`src/rtl/bht_pkg.sv`:
```
`timescale 1ns / 1ps
`default_nettype none

package bht_pkg;

	localparam int HASH_W   = 32;
	localparam int MOD_STEP = 4;
	localparam int MOD_CYC  = HASH_W / MOD_STEP;
	localparam int CNT_W    = 32;

	typedef enum logic [1:0] {
		CMD_LOOKUP = 2'd0,
		CMD_ADD    = 2'd1,
		CMD_REMOVE = 2'd2,
		CMD_CLEAR  = 2'd3
	} cmd_t;

	typedef enum logic [1:0] {
		ST_OK       = 2'd0,
		ST_NOT_FOUND = 2'd1,
		ST_NO_ROOM  = 2'd2,
		ST_DUP_KEY  = 2'd3
	} result_code_t;

	localparam logic [7:0] REG_PROBING      = 8'd0;
	localparam logic [7:0] REG_BUCKET_COUNT = 8'd1;

	// Action broadcast from the sequencer to the row of bucket cells.
	typedef struct packed {
		logic insert;
		logic remove;
		logic clr;
	} cell_op_t;

	// Report of the cell that holds the probe token; all zero elsewhere.
	typedef struct packed {
		logic hit;
		logic full;
		logic empty;
	} cell_stat_t;

endpackage

`default_nettype wire

```
`src/rtl/bht_cell.sv`:
```
`timescale 1ns / 1ps
`default_nettype none

module bht_cell
	import bht_pkg::*;
#(
	parameter int SLOTS = 4,
	parameter int KW    = 64,
	parameter int VW    = 32
) (
	input  wire logic          clk,
	input  wire logic          arst_n,
	input  wire logic          tok_load,
	input  wire logic          tok_home,
	input  wire logic          tok_adv,
	input  wire logic          tok_prev,
	output logic               tok,
	input  wire logic [KW-1:0] key,
	input  wire logic [VW-1:0] data,
	input  wire cell_op_t      op,
	output cell_stat_t         stat,
	output logic [VW-1:0]      value
);

	localparam int SW = (SLOTS > 1) ? $clog2(SLOTS) : 1;

	logic              token_q;
	logic [SLOTS-1:0]  valid_q;
	logic [KW-1:0]     key_q [SLOTS];
	logic [VW-1:0]     val_q [SLOTS];
	logic              hit;
	logic [SW-1:0]     hit_slot;
	logic [SW-1:0]     free_slot;

	always_comb begin
		hit       = 1'b0;
		hit_slot  = '0;
		free_slot = '0;
		for (int s = SLOTS - 1; s >= 0; s--) begin
			if (valid_q[s] && key_q[s] == key) begin
				hit      = 1'b1;
				hit_slot = SW'(s);
			end
			if (!valid_q[s]) begin
				free_slot = SW'(s);
			end
		end
	end

	assign tok        = token_q;
	assign stat.hit   = token_q & hit;
	assign stat.full  = token_q & (&valid_q);
	assign stat.empty = token_q & ~(|valid_q);
	assign value      = token_q ? val_q[hit_slot] : '0;

	always_ff @(posedge clk or negedge arst_n) begin
		if (!arst_n) begin
			token_q <= 1'b0;
			valid_q <= '0;
		end else begin
			if (tok_load) begin
				token_q <= tok_home;
			end else if (tok_adv) begin
				token_q <= tok_prev;
			end
			if (op.clr) begin
				valid_q <= '0;
			end else if (token_q && op.insert) begin
				valid_q[free_slot] <= 1'b1;
			end else if (token_q && op.remove) begin
				valid_q[hit_slot] <= 1'b0;
			end
		end
	end

	always_ff @(posedge clk) begin
		if (token_q && op.insert) begin
			key_q[free_slot] <= key;
			val_q[free_slot] <= data;
		end
	end

endmodule

`default_nettype wire

```
`config.mk`:
```
export PLATFORM = sky130hd
export DESIGN_NAME = bht_cell
export DESIGN_NICKNAME = d
export VERILOG_FILES = /design/src/rtl/bht_pkg.sv /design/src/rtl/bht_cell.sv
export SDC_FILE = /design/constraint.sdc
export NUM_CORES = 1
export LEC_CHECK = 0
export BUFFER_PORTS_ARGS = -buffer_cell sky130_fd_sc_hd__buf_4
export CAP_MARGIN = 20
export CORE_ASPECT_RATIO = 0.9
export CORE_MARGIN = 2
export CORE_UTILIZATION = 59
export DETAILED_ROUTE_END_ITERATION = 12
export GPL_ROUTABILITY_DRIVEN = 0
export GPL_TIMING_DRIVEN = 0
export PLACE_DENSITY_LB_ADDON = 0.25
export SYNTH_ARGS = -nofsm -noshare
export SYNTH_HDL_FRONTEND = slang
export SYNTH_SLANG_ARGS = --single-unit
export TNS_END_PERCENT = 100
```
`constraint.sdc`:
```
create_clock -name clk -period 9.8 [get_ports clk]
set_clock_uncertainty 0.2 [all_clocks]
set_input_delay 0.98 -clock clk [delete_from_list [all_inputs] [get_ports clk]]
set_output_delay 0.98 -clock clk [all_outputs]
set_load 0.05 [all_outputs]
```
==> flow_summary_export.csv <==
group,metric,value,unit
yosys,synth_area_leaders,"edfxtp_1, xor2_1, xnor2_1, nor2b_1, nand2_1",
yosys,yosysTopAreaCell,"edfxtp_1",
cells_and_area,diodes,0,
cells_and_area,utilization,72.1,%
timing,worst_slew_pin_slew,0.969,ns
drt,drt-total-wl,35.8,mm
yosys,netlist_area,15900,um^2
clocking,clk_latency,0.52,ns
run,drv_cap,0,
worst_setup_path,path_class,"primary input to output port",
yosys,synth_edf_count,384,
yosys,yosys_register_bits,389,
place,dpl.hpwl,24.9,mm
floorplan,die_x,177,um
floorplan,num_io_pins,141,
clocking,root_buffer,"clkbuf_16",
clocking,cts_tree,"built",
drt,remaining_drc_errors,0,
clocking,cts_resized,0,
drt,drtIter0Drc,941,
timing,timing.final.ws_setup,4.00,ns
yosys,netlist_instances,995,
outcome,status,"complete, no violations",
floorplan,start_util,60.5,%
yosys,yosys.area.top_type_share,72.7,%
grt,grt_usage,25.6,%
timing,setup_violations,0,
floorplan,rows,56,
timing,finalSetupTns,0,ns
worst_setup_path,crit_fanout,10,
floorplan,fp.coreArea,26200,um^2
power,irDropWorstVdd,0.157,mV
cells_and_area,layout-drive-gt1-share,19.8,%
cells_and_area,nets,1307,
place,detailedPlace.worstSlack,4.00,ns
grt,grt_overflow,0,
grt,grt_pass1_wl,53.9,mm
worst_setup_path,end_kind,"output port",
yosys,syn_avg_cell_area,15.9,um^2
drt,wl_per_cell,22.7,um
timing,hold_viol,0,
place,placed_area,17700,um^2
timing,max_freq,172,MHz
cells_and_area,area_growth,19.1,%
timing,relSlewSlack,35.1,%
clocking,clockBufferDepth,3,
worst_setup_path,arrival,4.62,ns
cells_and_area,final_cell_area,18900,um^2
yosys,ys_warn_count,0,
grt,first_global_vias,9243,
min_path,hold_path_class,"primary input to asynchronous set/reset pin",
timing,slew_violations,0,
yosys,async_flop_share,1.29,%
clocking,cts_setup_buffers,0,
worst_setup_path,required,8.62,ns
place,portBuffers,140,
yosys,ys_seq_area_share,73.5,%
grt,antenna_found_initial,1,
floorplan,dieArea,28200,um^2
worst_setup_path,cp-start-kind,"primary input",
power,power.density,185,nW/um^2
cells_and_area,final_cells,1575,
drt,vias,9268,
worst_setup_path,worst_r2r_path_depth,8,
floorplan,die_h,160,um
yosys,synth.distinct_cells,48,
clocking,path_clk_slew,0.06,ns
timing,fin_crit,5.80,ns
drt,first_pass_iters,5,
clocking,cts.sinks,389,
yosys,synth_flop_cell,"edfxtp_1",
grt,grt_max_degree,32,
cells_and_area,num-fill-cells,1674,
timing,rsz0062_at_grt,"false",
yosys,synth_fp_nets,1100,
clocking,htree_levels,2,
clocking,cts_hold_buf,0,
clocking,cts_made_buffers,39,
drt,ant_nets,0,
place,dp.cells,1509,
power,p_leak,6.33,nW
drt,via_per_inst,5.88,
timing,finalCritPeriodShare,59.2,%
registers in the layout, indices dropped and copies added (netlist names):
name,cells
val_q,128
valid_q,4
key_q,256
tok,1
synthesized netlist by cell type, types with 2 or more instances:
master / instances
a2111oi_0: 17
nor3b_1: 2
inv_1: 26
o22ai_1: 3
o21ai_0: 2
nor2_1: 17
xnor2_1: 96
a22oi_2: 10
buf_6: 3
o2111ai_1: 4
nor3_1: 8
edfxtp_1: 384
o221a_2: 2
a22oi_1: 22
nor4_1: 26
buf_2: 6
a31oi_1: 33
xor2_1: 100
nand2_1: 74
dfrtp_1: 5
nand3_1: 13
a22o_1: 2
a222oi_1: 2
clkbuf_1: 8
buf_4: 2
or4_1: 3
nand2b_1: 15
nand4_1: 33
or3_1: 2
a21oi_1: 6
o221ai_1: 4
nor2b_1: 49
cell usage in the layout (no fill, tap or decap), drive strengths merged, types with 2 or more instances in the layout:
cell	n
a2111oi	18
xor2	100
o2111ai	4
a22o	2
o22ai	3
o221a	2
a22oi	32
nand2	74
nand2b	15
nor4	26
or4	3
nor3b	2
o221ai	4
nand3	13
xnor2	96
or3	3
a21oi	6
clkbuf	57
nor3	9
nor2	18
a31oi	33
nand4	33
inv	26
a222oi	2
o21ai	2
clkinv	17
nor2b	49
buf	177
dfrtp	5
edfxtp	384
kinds of logic (layout without fill, tap and decap cells):
group                  count (synthesis)  after routing  share of synthesized area [%]
multiplexers                           1              1                         0.0631
flip-flops                           389            389                           73.5
AND/OR/NAND/NOR                      248            248                           8.41
AO/OA/AOI/OAI                        115            115                           5.85
buffers and inverters                 46            278                           1.33
XOR/XNOR                             196            196                           10.8
per-layer routing:
metal	vias to the layer above	global-route usage [%]	part of all wire (%)
met1	4617	37.5	43
met4	0	7.70	2.5
met2	393	38.9	46
met5	-	0	0
li1	4193	-	-
met3	65	5.61	8.3
critical path: stages:
cell      delay [ns]
buf_4           0.16
xor2_1          0.17
nor4_1          0.49
nand4_1         0.18
nor4_1          0.50
nand4_1         0.32
nor4b_2         0.65
clkbuf_1        0.54
nand2_1         0.11
a31oi_1         0.26
buf_4           0.25
stage by stage:
step                hold WS (ns)  power (W)
global route              0.0422    0.00359
detailed placement         0.458    0.00216
CTS                       0.0401    0.00350
finish                    0.0555    0.00349
floorplan                  0.369    0.00203
global placement           0.407    0.00215
power breakdown:
part           switching, W  leakage, nW  internal, W  total, W
registers         0.0000116         3.55      0.00186   0.00187
logic              0.000160         2.22    0.0000907  0.000250
clock network      0.000580        0.556     0.000782   0.00136
total              0.000751         6.33      0.00273   0.00349
final cells by class:
type	count	area [um^2]	area share (%)
Buffer	19	109	0.576
Timing Repair Buffer	166	1420	7.54
Clock inverter	17	91.3	0.484
Multi-Input combinational cell	560	4020	21.3
Sequential cell	389	11700	61.7
Tap cell	348	435	2.31
Inverter	27	101	0.537
Clock buffer	49	1060	5.59
path summary, 6_finish.rpt:
| path | start | end | slack [ns] |
|---|---|---|---|
| worst max-delay path | key[24] | value[29] | 4.00 |
| min in group clk | op[0] | valid_q[0] | 0.44 |
| max in group asynchronous | arst_n | valid_q[2] | 9.22 |
| worst min register to register | valid_q[0] | valid_q[0] | 0.48 |
| worst max register to register | key_q[3][30] | valid_q[3] | 6.09 |
| worst min-delay path | arst_n | valid_q[3] | 0.06 |
No activity file was read; power rests on OpenSTA's default activity.
