<file path="src/rtl/bht_pkg.sv">
`timescale 1ns / 1ps
`default_nettype none

package bht_pkg;

	localparam int HASH_W   = 32;
	localparam int MOD_STEP = 4;
	localparam int MOD_CYC  = HASH_W / MOD_STEP;
	localparam int CNT_W    = 32;

	typedef enum logic [1:0] {
		CMD_LOOKUP = 2'd0,
		CMD_ADD    = 2'd1,
		CMD_REMOVE = 2'd2,
		CMD_CLEAR  = 2'd3
	} cmd_t;

	typedef enum logic [1:0] {
		ST_OK       = 2'd0,
		ST_NOT_FOUND = 2'd1,
		ST_NO_ROOM  = 2'd2,
		ST_DUP_KEY  = 2'd3
	} result_code_t;

	localparam logic [7:0] REG_PROBING      = 8'd0;
	localparam logic [7:0] REG_BUCKET_COUNT = 8'd1;

	// Action broadcast from the sequencer to the row of bucket cells.
	typedef struct packed {
		logic insert;
		logic remove;
		logic clr;
	} cell_op_t;

	// Report of the cell that holds the probe token; all zero elsewhere.
	typedef struct packed {
		logic hit;
		logic full;
		logic empty;
	} cell_stat_t;

endpackage

`default_nettype wire

</file>
<file path="src/rtl/bht_mod.sv">
`timescale 1ns / 1ps
`default_nettype none

module bht_mod
	import bht_pkg::*;
#(
	parameter int DIV_W = 5
) (
	input  wire logic              clk,
	input  wire logic              arst_n,
	input  wire logic              go,
	input  wire logic [HASH_W-1:0] dividend,
	input  wire logic [DIV_W-1:0]  divisor,
	output logic                   done,
	output logic [DIV_W-1:0]       rem
);

	localparam int CW = (MOD_CYC > 1) ? $clog2(MOD_CYC) : 1;

	logic [HASH_W-1:0] sh_q;
	logic [DIV_W-1:0]  r_q;
	logic [CW-1:0]     cnt_q;
	logic              run_q;
	logic [DIV_W-1:0]  r_next;

	// Restoring remainder, several dividend bits per cycle.
	always_comb begin
		logic [DIV_W:0]  t;
		logic [DIV_W-1:0] r;
		r = r_q;
		for (int k = 0; k < MOD_STEP; k++) begin
			t = {r, sh_q[HASH_W-1-k]};
			if (t >= {1'b0, divisor}) begin
				t = t - {1'b0, divisor};
			end
			r = t[DIV_W-1:0];
		end
		r_next = r;
	end

	assign done = run_q && (cnt_q == CW'(MOD_CYC - 1));
	assign rem  = r_next;

	always_ff @(posedge clk or negedge arst_n) begin
		if (!arst_n) begin
			run_q <= 1'b0;
			cnt_q <= '0;
		end else if (go) begin
			run_q <= 1'b1;
			cnt_q <= '0;
		end else if (run_q) begin
			cnt_q <= cnt_q + CW'(1);
			if (done) begin
				run_q <= 1'b0;
			end
		end
	end

	always_ff @(posedge clk) begin
		if (go) begin
			sh_q <= dividend;
			r_q  <= '0;
		end else if (run_q) begin
			sh_q <= sh_q << MOD_STEP;
			r_q  <= r_next;
		end
	end

endmodule

`default_nettype wire

</file>
<file path="config.mk">
export PLATFORM = sky130hd
export DESIGN_NAME = bht_mod
export DESIGN_NICKNAME = d
export VERILOG_FILES = /design/src/rtl/bht_pkg.sv /design/src/rtl/bht_mod.sv
export SDC_FILE = /design/constraint.sdc
export NUM_CORES = 1
export LEC_CHECK = 0
export BUFFER_PORTS_ARGS = -buffer_cell sky130_fd_sc_hd__buf_2
export CORE_AREA = 2 2 123 65
export DETAILED_ROUTE_END_ITERATION = 10
export DIE_AREA = 0 0 125 67
export GPL_TIMING_DRIVEN = 0
export PLACE_DENSITY = 0.65
export SLEW_MARGIN = 5
export SYNTH_ARGS = -nofsm -noshare
export SYNTH_HDL_FRONTEND = slang
export SYNTH_SLANG_ARGS = --single-unit
</file>
<file path="constraint.sdc">
create_clock -name clk -period 18.2 [get_ports clk]
set_input_delay 0 -clock clk [delete_from_list [all_inputs] [get_ports clk]]
set_output_delay 0 -clock clk [all_outputs]
set_load 0.02 [all_outputs]
</file>
==> impl_metrics.toml <==
[drt]
viasPerCell = 5.19
wirelength_mm = 6.28
wl_per_cell_um = 15.4
postRouteAntennaNets = 0
drc = 0
drt-initial-drc-count = 73
num_vias = 2122
drt_pass1_iterations = 4

[worst_setup_path]
worst_setup_path_start_kind = "register"
r2r-start = "sh_q[31]$_DFFE_PP_"
cp-endpoint = "rem[3]"
critPathKind = "reg -> out"
cp-end-kind = "output pin"
cp_slowest_cell = "o21ai_0"
r2r_cells = 36
critPathArrivalTime_ps = 8000
cp_max_fo = 10
reg2reg_to = "r_q[4]$_SDFFE_PP0P_"
rrSetupSlack_ps = 10460
critical_path_required_ps = 18200
cpPeakStageDelay_ps = 480
critPathLaunch = "sh_q[31]$_DFFE_PP_"

[global_routing]
grtUsageTotal_pct = 16.0
grt_pass1_vias = 2236
overflow = 0
grt_max_degree = 33
antenna_found_initial = 0
grt_first_pass_wirelength_mm = 10.5

[floorplanning]
die-height_um = 67
start_util_pct = 39.6
die_w_um = 125
rows = 22
die-area_um2 = 8380
io-pin-count = 46
coreArea_um2 = 7210

[final_layout]
regArea_um2 = 1160
drive_gt1_share_pct = 30.4
design_area_um2 = 3380
nNetsFinal = 378
fillers = 673
multi_input_area_um2 = 1600
synthToLayoutAreaGrowth_pct = 18.4
n_antenna_cell = 0

[clock_tree]
cts_tree = "yes"
cts.sinks = 41
post_cts_resized = 0
clock_latency_ps = 280
post-cts-setup-buffers = 0
path_clk_slew_ps = 50
clockBufferDepth = 2
hold_buffers = 4
cts_inserted_buffers = 5
cts_root_buf = "clkbuf_16"
htreeDepth = 2

[logic_synthesis]
async_flop_share_pct = 9.76
synthAdderAreaFrac_pct = 12.4
ys.warnings.count = 0
syn_nets = 323
synth-compound-area-share_pct = 14.9
synthMuxAreaShare_pct = 15.6
synth_top_family_by_area = "multiplexers"
yosys.area_share.simple_pct = 9.85
seq_area_frac_synth_pct = 40.6
syn_avg_cell_area_um2 = 11.1
syn_inst = 257
synth_xor_area_share_pct = 3.06
synth_cell_types = 49
synth_ff_type = "edfxtp_1"
ys_ff_latch = 41
synth_edf_count = 32
syn_area_um2 = 2860

[placement]
port_buffers = 44
dpl.hpwl_mm = 4.77
gp_congestion = 0.914
dpl-instance-area_um2 = 3200

[sta]
drv_slew = 0
slew_headroom_pct = 49.2
finClkSkew_ps = 2.86
min_period_ps = 8000
fin_crit_sh_pct = 44.0
rsz0062_at_grt = "false"
tightest_slew_ps = 762
setup_tns_ps = 0
fmax_mhz = 125
setup_violations = 0
hold_viol = 0

[status]
outcome = "completed"

[worst_hold_path]
hold_path_class = "in -> reg"

[run]
drv_cap = 0
## worst max-delay path: cells and delay by family, from the launching register on
family / cells / cell delay, ps
AO/OA/AOI/OAI: 12 / 3070
flip-flops: 1 / 400
adder cells (fa/ha/maj): 5 / 1660
AND/OR/NAND/NOR: 11 / 1370
buffers and inverters: 8 / 1220
## sequential cells by signal, summed over array words and instances (netlist names)
| signal | flops |
|---|---|
| sh_q | 32 |
| r_q | 5 |
| cnt_q | 3 |
| run_q | 1 |
## cell type report
cell class | count | area share, %
inverters | 17 | 1.89
repair buffers | 48 | 7.69
flip-flops and latches | 41 | 34.3
well taps | 96 | 3.55
multi-input cells | 190 | 47.2
clock buffers | 8 | 4.33
plain buffers | 9 | 1.07
## routing by layer
| metal | part of all wire, % | up-vias | global-route usage (%) | wire length [um] |
|---|---|---|---|---|
| met5 | 0 | - | 0 | 0 |
| met4 | 2.1 | 0 | 7.50 | 129 |
| met3 | 4.3 | 10 | 3.05 | 267 |
| met2 | 48 | 41 | 28.5 | 3040 |
| met1 | 45 | 1015 | 19.1 | 2840 |
| li1 | - | 1056 | - | - |
## per-stage QoR
step / instances / worst slack (ps) / hold slack (ps) / utilization, %
floorplan: 257 / 11600 / -296 / -
global placement: 397 / 10780 / -191 / 44.3
detailed placement: 397 / 10670 / -182 / 44.3
CTS: 409 / 10330 / 4.58 / 46.9
global route: 409 / 9570 / 12.6 / 46.9
finish: 409 / 10200 / 11.0 / 46.9
## kinds of logic (layout without fill, tap and decap cells)
family | Yosys count | in the layout
flops | 41 | 41
compound gates | 58 | 58
buf+inv | 26 | 82
xor+xnor | 10 | 10
simple gates | 56 | 56
fa+ha+maj | 26 | 26
mux | 40 | 40
## cell usage in the layout (no fill, tap or decap), types with 2 or more instances in the layout
| cell | Yosys | layout |
|---|---|---|
| a31o_2 | 3 | 3 |
| o32ai_1 | 2 | 2 |
| clkbuf_16 | 0 | 5 |
| xnor2_1 | 9 | 9 |
| o21bai_1 | 2 | 2 |
| nor2_1 | 15 | 15 |
| nand2_1 | 12 | 12 |
| dfrtp_1 | 4 | 4 |
| nor2b_1 | 3 | 3 |
| nand2b_1 | 6 | 6 |
| or2_1 | 2 | 2 |
| mux2i_1 | 7 | 7 |
| dlygate4sd3_1 | 0 | 4 |
| and2_1 | 6 | 6 |
| a211oi_1 | 6 | 6 |
| nor3_1 | 3 | 3 |
| inv_1 | 17 | 17 |
| ha_1 | 22 | 22 |
| mux2_2 | 32 | 32 |
| fa_1 | 4 | 4 |
| o21a_1 | 4 | 4 |
| dfxtp_1 | 5 | 5 |
| a311oi_1 | 2 | 2 |
| o21ai_0 | 9 | 9 |
| edfxtp_1 | 32 | 32 |
| a21o_1 | 6 | 6 |
| clkbuf_1 | 5 | 7 |
| a21oi_1 | 13 | 13 |
| buf_2 | 2 | 46 |
| o211ai_1 | 2 | 2 |
| buf_1 | 2 | 2 |
## cell usage after synthesis (6+ instances only)
library cell | number | share of area (%)
inv_1 | 17 | 2.2
mux2i_1 | 7 | 2.5
nor2_1 | 15 | 2.0
o21ai_0 | 9 | 1.6
a21oi_1 | 13 | 2.3
and2_1 | 6 | 1.3
a211oi_1 | 6 | 1.6
a21o_1 | 6 | 1.6
edfxtp_1 | 32 | 34
nand2b_1 | 6 | 1.3
ha_1 | 22 | 9.6
nand2_1 | 12 | 1.6
mux2_2 | 32 | 13
xnor2_1 | 9 | 2.8
## how the worst min path moves through the flow
| stage | startpoint | endpoint | slack (ps) | cells past startpoint |
|---|---|---|---|---|
| 5_1_grt | dividend[15] | sh_q[15]$_DFFE_PP_ | 10 | 2 |
| 4_1_cts | dividend[1] | sh_q[1]$_SDFFCE_PN0P_ | 5 | 2 |
| 3_3_place_gp | arst_n | run_q$_DFF_PN0_ | -190 | 1 |
| 2_1_floorplan | arst_n | cnt_q[0]$_DFFE_PN0P_ | -300 | 0 |
| 6_report | dividend[1] | sh_q[1]$_SDFFCE_PN0P_ | 10 | 2 |
| 3_5_place_dp | arst_n | cnt_q[2]$_DFFE_PN0P_ | -180 | 1 |
Power is not shown: default switching activity piles up to over one toggle a cycle in this logic, so the estimate is an artifact.
